--- src/hw/rtl/bptp_pkg.sv ---
package bptp_pkg;

  localparam int unsigned BYTE_W   = 8;
  localparam int unsigned TOK_W    = 3;
  localparam int unsigned DENS_W   = 17;
  localparam int unsigned ENER_W   = 18;
  localparam int unsigned PROTO_W  = 3;
  localparam int unsigned CIPHER_W = 2;
  localparam int unsigned HASH_W   = 64;
  localparam int unsigned BCNT_W   = 25;
  localparam int unsigned TCNT_W   = 27;
  localparam int unsigned ESUM_W   = 28;
  localparam int unsigned CFG_W    = 17;
  localparam int unsigned CIDX_W   = 1;
  localparam int unsigned FRAC_W   = 16;
  localparam int unsigned NUM_W    = ESUM_W + FRAC_W;
  localparam int unsigned DCNT_W   = 6;

  localparam logic [BCNT_W-1:0] MAX_STREAM_BYTES = 25'd16777216;
  localparam logic [HASH_W-1:0] FNV_OFFSET       = 64'hcbf29ce484222325;
  localparam logic [HASH_W-1:0] FNV_PRIME_LO     = 64'h1b3;
  localparam logic [DCNT_W-1:0] DIV_LAST_STEP    = 6'(NUM_W - 1);

  localparam logic [CFG_W-1:0] ENCRYPTED_BELOW_RST = 17'd27525;
  localparam logic [CFG_W-1:0] PLAINTEXT_ABOVE_RST = 17'd36045;

  localparam logic [CIDX_W-1:0] REG_ENCRYPTED_BELOW = 1'd0;
  localparam logic [CIDX_W-1:0] REG_PLAINTEXT_ABOVE = 1'd1;

  localparam logic [PROTO_W-1:0] PROTO_HTTP    = 3'd0;
  localparam logic [PROTO_W-1:0] PROTO_TLS     = 3'd1;
  localparam logic [PROTO_W-1:0] PROTO_DNS     = 3'd2;
  localparam logic [PROTO_W-1:0] PROTO_SSH     = 3'd3;
  localparam logic [PROTO_W-1:0] PROTO_SMTP    = 3'd4;
  localparam logic [PROTO_W-1:0] PROTO_BINARY  = 3'd5;
  localparam logic [PROTO_W-1:0] PROTO_UNKNOWN = 3'd6;

  localparam logic [CIPHER_W-1:0] CIPHER_ENCRYPTED = 2'd0;
  localparam logic [CIPHER_W-1:0] CIPHER_PLAINTEXT = 2'd1;
  localparam logic [CIPHER_W-1:0] CIPHER_MIXED     = 2'd2;

  localparam int unsigned NUM_PROTO = 6;

  localparam logic [DENS_W-1:0] PROTO_ID_LO [NUM_PROTO] =
    '{17'd32768, 17'd22938, 17'd39322, 17'd22938, 17'd32768, 17'd27525};
  localparam logic [DENS_W-1:0] PROTO_ID_HI [NUM_PROTO] =
    '{17'd49152, 17'd27525, 17'd52429, 17'd27525, 17'd45875, 17'd36045};
  localparam logic [DENS_W-1:0] PROTO_E_MAX [NUM_PROTO] =
    '{17'd52429, 17'd78643, 17'd39322, 17'd78643, 17'd52429, 17'd65536};

  typedef enum logic [2:0] {
    ST_IDLE,
    ST_HASH,
    ST_LOAD,
    ST_DIV,
    ST_EMIT
  } state_e;

  function automatic logic [TOK_W-1:0] token_f(input logic [BYTE_W-1:0] a,
                                               input logic [BYTE_W-1:0] b,
                                               input logic [2:0] idx);
    logic [1:0] i;
    logic ea, oa, eb, ob;
    logic [TOK_W-1:0] t;
    i  = idx[1:0];
    ea = a[{~i, 1'b1}];
    oa = a[{~i, 1'b0}];
    eb = b[{~i, 1'b1}];
    ob = b[{~i, 1'b0}];
    if (idx[2]) begin
      t = 3'(ea) + 3'(ob) + 3'd2 - 3'(oa) - 3'(eb);
    end else begin
      t = 3'(ea) + 3'(oa) + 3'd2 - 3'(eb) - 3'(ob);
    end
    return t;
  endfunction

  function automatic logic [PROTO_W-1:0] proto_class_f(input logic [DENS_W-1:0] dens,
                                                       input logic [ENER_W-1:0] ener);
    logic [PROTO_W-1:0] cls;
    cls = PROTO_UNKNOWN;
    for (int k = NUM_PROTO - 1; k >= 0; k--) begin
      if (dens >= PROTO_ID_LO[k] && dens <= PROTO_ID_HI[k] &&
          ener <= {1'b0, PROTO_E_MAX[k]}) begin
        cls = PROTO_W'(k);
      end
    end
    return cls;
  endfunction

endpackage

--- src/hw/rtl/byte_pair_traffic_profiler.sv ---
// Byte-pair traffic profiler. Bytes of one stream arrive one per input
// transaction, the final one flagged by last_byte_i; one result transaction
// follows each flagged byte. Every byte after the first of a stream is paired
// with its predecessor and yields eight tokens, which are folded into the
// FNV-1a hash one per cycle by a single shared hash step (xor, multiply by a
// 9-bit constant plus a 40-bit shift), so the input stalls while such a byte
// is hashed; the first byte of a stream, or a byte dropped past the 2^24 byte
// bound, takes no hash step. A flagged byte then runs one restoring divider
// twice (density, then energy), each run a load state then the divide steps,
// and issues the result once the output is free. The result waits in an
// output register, so the next stream's bytes are taken while it is held.
// Configuration writes take effect at once and are meant for idle periods.
module byte_pair_traffic_profiler (
  input  logic                               clk_i,
  input  logic                               rst_ni,
  input  logic                               cfg_we_i,
  input  logic [bptp_pkg::CIDX_W-1:0]        cfg_index_i,
  input  logic [bptp_pkg::CFG_W-1:0]         cfg_data_i,
  input  logic                               in_valid_i,
  output logic                               in_stall_o,
  input  logic [bptp_pkg::BYTE_W-1:0]        byte_value_i,
  input  logic                               last_byte_i,
  output logic                               out_valid_o,
  input  logic                               out_stall_i,
  output logic [bptp_pkg::DENS_W-1:0]        density_q16_o,
  output logic [bptp_pkg::ENER_W-1:0]        energy_q16_o,
  output logic [bptp_pkg::PROTO_W-1:0]       protocol_class_o,
  output logic [bptp_pkg::CIPHER_W-1:0]      cipher_class_o,
  output logic [bptp_pkg::HASH_W-1:0]        stream_hash_o,
  output logic [bptp_pkg::BCNT_W-1:0]        bytes_seen_o,
  output logic [bptp_pkg::TCNT_W-1:0]        tokens_seen_o,
  output logic                               count_overflow_o
);
  import bptp_pkg::*;

  state_e state_q, state_d;

  logic [CFG_W-1:0]  enc_below_q, plain_above_q;
  logic [BYTE_W-1:0] prev_q, prev_d;
  logic [BYTE_W-1:0] pair_a_q, pair_a_d;
  logic              have_prev_q, have_prev_d;
  logic [TCNT_W-1:0] ident_q, ident_d;
  logic [TCNT_W-1:0] tok_total_q, tok_total_d;
  logic [ESUM_W-1:0] esum_q, esum_d;
  logic [HASH_W-1:0] hash_q, hash_d;
  logic [BCNT_W-1:0] byte_total_q, byte_total_d;
  logic              ovf_q, ovf_d;
  logic              last_q, last_d;
  logic [2:0]        tok_idx_q, tok_idx_d;
  logic              phase_q, phase_d;

  logic [NUM_W-1:0]  num_q, num_d;
  logic [TCNT_W-1:0] rem_q, rem_d;
  logic [DCNT_W-1:0] dcnt_q, dcnt_d;
  logic [DENS_W-1:0] dens_q, dens_d;
  logic [ENER_W-1:0] ener_q, ener_d;

  logic              out_valid_q, out_valid_d;
  logic [DENS_W-1:0]   out_dens_q, out_dens_d;
  logic [ENER_W-1:0]   out_ener_q, out_ener_d;
  logic [PROTO_W-1:0]  out_proto_q, out_proto_d;
  logic [CIPHER_W-1:0] out_cipher_q, out_cipher_d;
  logic [HASH_W-1:0]   out_hash_q, out_hash_d;
  logic [BCNT_W-1:0]   out_bytes_q, out_bytes_d;
  logic [TCNT_W-1:0]   out_toks_q, out_toks_d;
  logic                out_ovf_q, out_ovf_d;

  // shared token / hash step
  logic [BYTE_W-1:0] tok_a, tok_b;
  logic [TOK_W-1:0]  tok;
  logic [1:0]        tok_off;
  logic [HASH_W-1:0] hx, hx_lo, hash_step;

  assign tok_a     = (state_q == ST_IDLE) ? prev_q : pair_a_q;
  assign tok_b     = (state_q == ST_IDLE) ? byte_value_i : prev_q;
  assign tok       = token_f(tok_a, tok_b, tok_idx_q);
  assign tok_off   = (tok >= 3'd2) ? 2'(tok - 3'd2) : 2'(3'd2 - tok);
  assign hx        = hash_q ^ {{(HASH_W-TOK_W){1'b0}}, tok};
  assign hx_lo     = hx * FNV_PRIME_LO;
  assign hash_step = {hx[HASH_W-41:0], 40'b0} + hx_lo;

  // shared divider step
  logic [TCNT_W:0]   trial;
  logic              ge;
  logic [NUM_W-1:0]  num_step;

  assign trial    = {rem_q, num_q[NUM_W-1]};
  assign ge       = trial >= {1'b0, tok_total_q};
  assign num_step = {num_q[NUM_W-2:0], ge};

  logic              accept, do_token, out_free, no_tokens;
  logic [DENS_W-1:0] dens_fin;
  logic [ENER_W-1:0] ener_fin;

  assign accept    = in_valid_i && !in_stall_o;
  assign out_free  = !out_valid_q || !out_stall_i;
  assign no_tokens = (tok_total_q == '0);
  assign dens_fin  = no_tokens ? '0 : dens_q;
  assign ener_fin  = no_tokens ? '0 : ener_q;

  always_comb begin
    state_d      = state_q;
    prev_d       = prev_q;
    pair_a_d     = pair_a_q;
    have_prev_d  = have_prev_q;
    ident_d      = ident_q;
    tok_total_d  = tok_total_q;
    esum_d       = esum_q;
    hash_d       = hash_q;
    byte_total_d = byte_total_q;
    ovf_d        = ovf_q;
    last_d       = last_q;
    tok_idx_d    = tok_idx_q;
    phase_d      = phase_q;
    num_d        = num_q;
    rem_d        = rem_q;
    dcnt_d       = dcnt_q;
    dens_d       = dens_q;
    ener_d       = ener_q;
    out_valid_d  = out_valid_q && out_stall_i;
    out_dens_d   = out_dens_q;
    out_ener_d   = out_ener_q;
    out_proto_d  = out_proto_q;
    out_cipher_d = out_cipher_q;
    out_hash_d   = out_hash_q;
    out_bytes_d  = out_bytes_q;
    out_toks_d   = out_toks_q;
    out_ovf_d    = out_ovf_q;
    do_token     = 1'b0;

    case (state_q)
      ST_IDLE: begin
        if (accept) begin
          last_d = last_byte_i;
          if (byte_total_q >= MAX_STREAM_BYTES) begin
            ovf_d = 1'b1;
            if (last_byte_i) begin
              phase_d = 1'b0;
              state_d = ST_LOAD;
            end
          end else begin
            byte_total_d = byte_total_q + 1'b1;
            prev_d       = byte_value_i;
            pair_a_d     = prev_q;
            have_prev_d  = 1'b1;
            if (have_prev_q) begin
              do_token = 1'b1;
              state_d  = ST_HASH;
            end else if (last_byte_i) begin
              phase_d = 1'b0;
              state_d = ST_LOAD;
            end
          end
        end
      end
      ST_HASH: begin
        do_token = 1'b1;
        if (tok_idx_q == 3'd7) begin
          if (last_q) begin
            phase_d = 1'b0;
            state_d = ST_LOAD;
          end else begin
            state_d = ST_IDLE;
          end
        end
      end
      ST_LOAD: begin
        num_d   = phase_q ? {esum_q, {FRAC_W{1'b0}}} : {1'b0, ident_q, {FRAC_W{1'b0}}};
        rem_d   = '0;
        dcnt_d  = '0;
        state_d = ST_DIV;
      end
      ST_DIV: begin
        num_d  = num_step;
        rem_d  = ge ? TCNT_W'(trial - {1'b0, tok_total_q}) : TCNT_W'(trial);
        dcnt_d = dcnt_q + 1'b1;
        if (dcnt_q == DIV_LAST_STEP) begin
          if (!phase_q) begin
            dens_d  = num_step[DENS_W-1:0];
            phase_d = 1'b1;
            state_d = ST_LOAD;
          end else begin
            ener_d  = num_step[ENER_W-1:0];
            state_d = ST_EMIT;
          end
        end
      end
      ST_EMIT: begin
        if (out_free) begin
          out_valid_d  = 1'b1;
          out_dens_d   = dens_fin;
          out_ener_d   = ener_fin;
          out_proto_d  = proto_class_f(dens_fin, ener_fin);
          if (dens_fin < enc_below_q) begin
            out_cipher_d = CIPHER_ENCRYPTED;
          end else if (dens_fin > plain_above_q) begin
            out_cipher_d = CIPHER_PLAINTEXT;
          end else begin
            out_cipher_d = CIPHER_MIXED;
          end
          out_hash_d   = hash_q;
          out_bytes_d  = byte_total_q;
          out_toks_d   = tok_total_q;
          out_ovf_d    = ovf_q;
          prev_d       = '0;
          have_prev_d  = 1'b0;
          ident_d      = '0;
          tok_total_d  = '0;
          esum_d       = '0;
          hash_d       = FNV_OFFSET;
          byte_total_d = '0;
          ovf_d        = 1'b0;
          state_d      = ST_IDLE;
        end
      end
      default: begin
        state_d = ST_IDLE;
      end
    endcase

    if (do_token) begin
      ident_d     = ident_q + TCNT_W'(tok == 3'd2);
      esum_d      = esum_q + ESUM_W'(tok_off);
      tok_total_d = tok_total_q + 1'b1;
      hash_d      = hash_step;
      tok_idx_d   = tok_idx_q + 1'b1;
    end
  end

  always_ff @(posedge clk_i or negedge rst_ni) begin
    if (!rst_ni) begin
      state_q       <= ST_IDLE;
      enc_below_q   <= ENCRYPTED_BELOW_RST;
      plain_above_q <= PLAINTEXT_ABOVE_RST;
      prev_q        <= '0;
      have_prev_q   <= 1'b0;
      ident_q       <= '0;
      tok_total_q   <= '0;
      esum_q        <= '0;
      hash_q        <= FNV_OFFSET;
      byte_total_q  <= '0;
      ovf_q         <= 1'b0;
      last_q        <= 1'b0;
      tok_idx_q     <= '0;
      phase_q       <= 1'b0;
      out_valid_q   <= 1'b0;
    end else begin
      state_q      <= state_d;
      prev_q       <= prev_d;
      have_prev_q  <= have_prev_d;
      ident_q      <= ident_d;
      tok_total_q  <= tok_total_d;
      esum_q       <= esum_d;
      hash_q       <= hash_d;
      byte_total_q <= byte_total_d;
      ovf_q        <= ovf_d;
      last_q       <= last_d;
      tok_idx_q    <= tok_idx_d;
      phase_q      <= phase_d;
      out_valid_q  <= out_valid_d;
      if (cfg_we_i) begin
        case (cfg_index_i)
          REG_ENCRYPTED_BELOW: enc_below_q   <= cfg_data_i;
          REG_PLAINTEXT_ABOVE: plain_above_q <= cfg_data_i;
          default: ;
        endcase
      end
    end
  end

  always_ff @(posedge clk_i) begin
    pair_a_q     <= pair_a_d;
    num_q        <= num_d;
    rem_q        <= rem_d;
    dcnt_q       <= dcnt_d;
    dens_q       <= dens_d;
    ener_q       <= ener_d;
    out_dens_q   <= out_dens_d;
    out_ener_q   <= out_ener_d;
    out_proto_q  <= out_proto_d;
    out_cipher_q <= out_cipher_d;
    out_hash_q   <= out_hash_d;
    out_bytes_q  <= out_bytes_d;
    out_toks_q   <= out_toks_d;
    out_ovf_q    <= out_ovf_d;
  end

  assign in_stall_o       = (state_q != ST_IDLE);
  assign out_valid_o      = out_valid_q;
  assign density_q16_o    = out_dens_q;
  assign energy_q16_o     = out_ener_q;
  assign protocol_class_o = out_proto_q;
  assign cipher_class_o   = out_cipher_q;
  assign stream_hash_o    = out_hash_q;
  assign bytes_seen_o     = out_bytes_q;
  assign tokens_seen_o    = out_toks_q;
  assign count_overflow_o = out_ovf_q;

`ifndef SYNTHESIS
  a_tokens_per_byte: assert property (@(posedge clk_i) disable iff (!rst_ni)
    out_valid_o && bytes_seen_o != '0 |->
      tokens_seen_o == (TCNT_W'(bytes_seen_o - 1'b1) << 3))
    else $error("token count does not match byte count");

  a_no_tokens_zero: assert property (@(posedge clk_i) disable iff (!rst_ni)
    out_valid_o && tokens_seen_o == '0 |-> density_q16_o == '0 && energy_q16_o == '0)
    else $error("nonzero quotient for empty token set");

  a_byte_bound: assert property (@(posedge clk_i) disable iff (!rst_ni)
    out_valid_o |-> bytes_seen_o <= MAX_STREAM_BYTES &&
      (!count_overflow_o || bytes_seen_o == MAX_STREAM_BYTES))
    else $error("byte count past bound");

  a_ssh_shadowed: assert property (@(posedge clk_i) disable iff (!rst_ni)
    out_valid_o |-> protocol_class_o != PROTO_SSH)
    else $error("shadowed protocol entry selected");
`endif

endmodule
--- config.mk ---
export PLATFORM = sky130hd
export DESIGN_NAME = byte_pair_traffic_profiler
export DESIGN_NICKNAME = d
export VERILOG_FILES = /design/src/hw/rtl/bptp_pkg.sv /design/src/hw/rtl/byte_pair_traffic_profiler.sv
export SDC_FILE = /design/constraint.sdc
export NUM_CORES = 2
export LEC_CHECK = 0
export BUFFER_PORTS_ARGS = -buffer_cell sky130_fd_sc_hd__buf_2
export CELL_PAD_IN_SITES_DETAIL_PLACEMENT = 0
export CELL_PAD_IN_SITES_GLOBAL_PLACEMENT = 1
export CORE_MARGIN = 5
export CORE_UTILIZATION = 52
export CTS_BUF_LIST = sky130_fd_sc_hd__clkbuf_2
export CTS_CLUSTER_DIAMETER = 200
export DETAILED_ROUTE_END_ITERATION = 12
export GPL_TIMING_DRIVEN = 0
export PLACE_DENSITY = 0.91
export SLEW_MARGIN = 20
export SYNTH_ARGS = -nofsm -noshare
export SYNTH_HDL_FRONTEND = slang
export SYNTH_SLANG_ARGS = --single-unit
--- constraint.sdc ---
create_clock -name clk_i -period 18.7 [get_ports clk_i]
set_clock_uncertainty 0.2 [all_clocks]
set_input_delay 0.935 -clock clk_i [delete_from_list [all_inputs] [get_ports clk_i]]
set_output_delay 0.935 -clock clk_i [all_outputs]
set_load 0.005 [all_outputs]
# After elaboration in Yosys (flattened, before gate mapping)
# Index checks and enable logic that the tools add are counted.
# word_totals
n_memories	0
elab_cells	201
romBits	0
output_inout_bits	159
mem_bits_rw	0
ff_bits	501
in_bits	32
latch_bits	0
# classes
mul	1
div	0
n_eq_ne	15
shift	0
add_sub_neg	18
bitwise_logic	5
n_mux	73
reduce_logical	38
magnitude_cmp	20
# ops
operator	count
$mux 64	3
$mux 27	5
$pmux 44 s2	1
$mux 28	3
$mux 25	3
$le 17x16->1 const B	4
$add 64x64->64	1
$mul 64x9->64 const B	1
$xor 64x3->64	1
$pmux 27 s2	1
$pmux 25 s2	1
$mux 44	1
$mux 8	5
$le 18x16->1 const B	2
$le 18x17->1 const B	2
$ge 17x15->1 const B	2
$ge 17x16->1 const B	2
$add 28x2->28	1
$ge 28x27->1	1
$add 27x1->27	1
$add 27x1->27 const B	1
$logic_not 27->1	1
$mux 3	9
$sub 27x27->27	1
45 further kinds	117

# Logic depth before layout (Yosys ltp)
# depth
ltp_word	13
ltp_mapped	32
ltp_nobuf	30

# Worst setup path after synthesis
# No wires, ideal clock.
# synth_path
kind	register to register
startpoint	reg state_q[1]
endpoint	reg hash_q[51]
path_slack_ns	10.410
arrival_ns	7.963
path_buffers	2
required_ns	18.373
stages_incl_launch_ff	31
setup_ns	0.127
path_cell_list	dfrtp_1 > clkbuf_1 > nor3_1 > clkbuf_1 > mux4_2 > mux2_2 > fa_1 > inv_1 > ha_1 > ha_1 > mux2i_1 > xnor2_1 > ha_1 > xor2_1 > ha_1 > nor2_1 > fa_1 > fa_1 > inv_1 > ha_1 > ha_1 > a21o_1 > or3_1 > o2111ai_1 > a21o_1 > a211oi_1 > a211oi_2 > o21ai_2 > a31oi_1 > mux2i_1 > nand3_1
# synth_between
elab_chain_cells	13
word_cells_on_any_way	34
# synth_lines
item	line	source
from (decl)	byte_pair_traffic_profiler.sv:36	state_e state_q, state_d;
from (signal assigned)	byte_pair_traffic_profiler.sv:248	state_q <= state_d;
$logic_not 3->1	byte_pair_traffic_profiler.sv:74, byte_pair_traffic_profiler.sv:75, byte_pair_traffic_profiler.sv:131	
$mux 8, on equally long branches	byte_pair_traffic_profiler.sv:74, byte_pair_traffic_profiler.sv:75	
$bmux 1 s2, on equally long branches	bptp_pkg.sv:66, bptp_pkg.sv:67, bptp_pkg.sv:69	
$mux 1, on equally long branches	bptp_pkg.sv:66, bptp_pkg.sv:67, bptp_pkg.sv:69	
$add 1x1->2, on equally long branches	bptp_pkg.sv:73, bptp_pkg.sv:71	
$add 2x2->3, on equally long branches	bptp_pkg.sv:73, bptp_pkg.sv:71	
$sub 3x1->3, on equally long branches (2 in series)	bptp_pkg.sv:73, bptp_pkg.sv:71	
$mux 3	bptp_pkg.sv:70	if (idx[2]) begin
$xor 64x3->64	byte_pair_traffic_profiler.sv:78	assign hx = hash_q ^ {{(HASH_W-TOK_W){1'b0}}, tok};
$mul 64x9->64	byte_pair_traffic_profiler.sv:79	assign hx_lo = hx * FNV_PRIME_LO;
$add 64x64->64	byte_pair_traffic_profiler.sv:80	assign hash_step = {hx[HASH_W-41:0], 40'b0} + hx_lo;
$mux 64	byte_pair_traffic_profiler.sv:221	if (do_token) begin
to (signal assigned)	byte_pair_traffic_profiler.sv:254	hash_q <= hash_d;
to (decl)	byte_pair_traffic_profiler.sv:45	logic [HASH_W-1:0] hash_q, hash_d;
# Several ways; a longest one is shown, not always the timed one. The select of a mux whose other input is x is not followed.
# A chain may end at the register's enable or synchronous reset.

# Worst setup path in the final report
# layout_path
startpoint	reg state_q[1]
endpoint	reg hash_q[62]
# The elaborated chain is that of the path after synthesis.

==> impl_metrics.toml <==
[status]
status = "completed"

[drt]
routedWlPerCell_um = 20.1
drt_pass1_iterations = 5
drc = 0
via_count = 25500
viasPerCell = 5.66
drtIter0Drc = 2195
drtAntennaViolNets = 0
drt_wl_total_um = 90800

[yosys]
syn_area_sq_um = 33800
yosys_warnings = 0
synth-seq-cells = 501
synth-main-ff-cell = "edfxtp_1"
seq_area_frac_synth = 0.413
ys_top_cells_by_area = "edfxtp_1, fa_1, dfrtp_1"
syn_nets = 3688
synth.largest_area_cell = "edfxtp_1"
ys_types = 83
async_reset_ff_frac = 0.447
synthCells = 3162
synth-edff-count = 277
yosysTopAreaCellShare = 0.246
syn_avg_cell_area_sq_um = 10.7

[clock_network]
clockRootBuffer = "clkbuf_2"
cts_tree = "yes"
clk_pin_slew_ps = 110
insertion_delay_ps = 1320
postCtsSetupRepairBufs = 0
h-tree-depth = 4
cts_max_path_buffers = 3
cts.sinks = 501
numCtsBuffers = 134

[finish]
fillers = 5496
drive_gt1_frac = 0.148
layout.nets = 4067
syn2layout_area_growth_pct = 11.6

[worst_setup_path]
cp_slowest_cell = "mux4_2"
crit_path_start = "state_q[1]$_DFFE_PN0P_"
slowest_delay_ps = 590
r2r_end = "hash_q[62]$_DFFE_PN1P_"
crit_end = "hash_q[62]$_DFFE_PN1P_"
critPathKind = "flop to flop"
critPathMostFrequentCell = "ha_1"
arrival_ps = 10810
rr_worst_depth = 30
critPathLaunchType = "flop"
reg2reg_from = "state_q[1]$_DFFE_PN0P_"
path_max_fanout = 10
ff2ff_setup_slack_ps = 8860
crit_path_end_kind = "flop"
cp.required_ps = 19670

[floorplanning]
initial_core_util = 0.525
core_sq_um = 64500
io_pins = 191
die_y_um = 265
rows = 93
die_area_sq_um = 70200
fp.dieW_um = 265

[grt]
overflow = 0
grt_max_degree = 93
grt_pass1_vias = 25700
grt_pass1_wl_um = 144000
antenna_found_initial = 5
grt_util_all_layers = 0.259

[timing]
final.period_utilization = 0.526
min_period_ps = 9840
slew_headroom = 0.278
rsz0062_at_grt = "no"
hold_violations = 0
tightest_slew_ps = 1080
drv_slew = 0
fmax_mhz = 102
setup_viol = 0
setup_tns_ps = 0

[place]
numPortBuffers = 190
dp_hpwl_um = 68900
gp_congestion = 0.927

[hold_path]
min_path_type = "primary input to flop"
min_delay_path_depth = 4
hp-start = "cfg_data_i[12]"

[flow_run]
drv_cap = 0
-- placed cells by master, fill, tap and decap left out, types with 162 or more instances in the layout --
master	n
ha_1	248
fa_1	246
nand2_1	251
buf_2	193
inv_1	428
clkbuf_2	207
edfxtp_1	277
nor2_1	162
o21ai_0	226
dfrtp_1	180
-- critical path: cells and delay by family (launching register included) --
kind	cells	cell delay (ps)
compound gates	8	2180
simple gates	3	640
mux	3	1420
flops	1	410
xor+xnor	3	900
buf+inv	4	870
fa+ha+maj	9	3140
-- kinds of logic (layout without fill, tap and decap cells) --
logic type | after synthesis | in the layout | share of synthesized area
flip-flops | 501 | 501 | 0.413
buffers and inverters | 527 | 1015 | 0.0586
other | 0 | 3 | 0
XOR/XNOR | 99 | 99 | 0.0256
AND/OR/NAND/NOR | 842 | 842 | 0.120
adder cells (fa/ha/maj) | 494 | 494 | 0.237
multiplexers | 98 | 98 | 0.0329
AO/OA/AOI/OAI | 601 | 601 | 0.112
-- final cells by class --
type | instances | area, sq um | share of cell area
well taps | 855 | 1070 | 0.0283
clock inverters | 38 | 209 | 0.00554
flip-flops and latches | 501 | 14000 | 0.370
repair buffers | 243 | 1590 | 0.0422
multi-input cells | 2134 | 17900 | 0.473
inverters | 430 | 1610 | 0.0428
plain buffers | 97 | 373 | 0.00988
clock buffers | 207 | 1040 | 0.0274
diodes | 3 | 7.51 | 0.000199
-- worst min-delay path by stage --
stage,slack (ps),endpoint
2_1_floorplan,220,tokens_seen_o[4]$_DFFE_PP_
3_3_place_gp,230,count_overflow_o$_DFFE_PP_
3_5_place_dp,240,tokens_seen_o[4]$_DFFE_PP_
4_1_cts,110,enc_below_q[4]$_DFFE_PN0P_
5_1_grt,120,prev_q[6]$_DFFE_PN0P_
6_report,250,enc_below_q[12]$_DFFE_PN0P_
-- stage by stage --
| stage | hold WS [ps] | setup slack [ps] | util | instance area, sq um | std cells |
|---|---|---|---|---|---|
| after floorplan | 223 | 10410 | - | 33800 | 3162 |
| final | 247 | 8860 | 0.586 | 37700 | 4508 |
| after detailed placement | 242 | 8920 | 0.559 | 36100 | 4217 |
| after global routing | 123 | 8220 | 0.585 | 37700 | 4507 |
| after CTS | 110 | 8810 | 0.585 | 37700 | 4505 |
| after global placement | 235 | 9010 | 0.556 | 35800 | 4207 |
-- cell usage after synthesis, types with 6 or more instances --
cell type and n:
buf_1 14, mux2_2 25, o21ai_0 226, fa_1 246, nor3_1 34, and3_1 52, inv_1 428, a311o_1 8
and4_1 10, or2_2 7, mux2i_1 65, clkbuf_1 80, and2_1 14, dfrtp_1 180, a211oi_1 15, a21o_1 49
xnor2_1 51, xor2_1 48, or3_1 17, o31ai_1 20, nand4_1 37, mux4_2 8, a21oi_1 124, a21boi_0 12
o21a_1 19, o211ai_1 20, ha_1 248, a31oi_1 30, nor4_1 22, nor2b_1 50, nand3_1 152, edfxtp_1 277
nand2_1 251, a31o_2 6, dfstp_2 44, nor2_1 162, nand2b_1 10, o21bai_1 10
-- state kept, by name (all words and copies together), names as in the netlist, 18 cells and up --
signal         cells
ener_q            18
bytes_seen_o      25
esum_q            28
rem_q             27
ident_q           27
tokens_seen_o     27
hash_q            64
num_q             44
byte_total_q      25
tok_total_q       27
stream_hash_o     64
energy_q16_o      18
-- per-layer routing --
metal | part of all wire | GRT usage
met5 | 0.00031 | 0
met4 | 0.027 | 0.0778
met3 | 0.079 | 0.0573
met2 | 0.46 | 0.405
met1 | 0.44 | 0.368
-- timing repair --
item                      4_1_cts  5_1_grt
hold endpoints to repair      164        0
gates resized for setup         0        0
hold buffers                   43        0
Power is left out: the tool's default activity adds up to more than one toggle a clock period on the data nets, which glitch-free logic cannot reach.
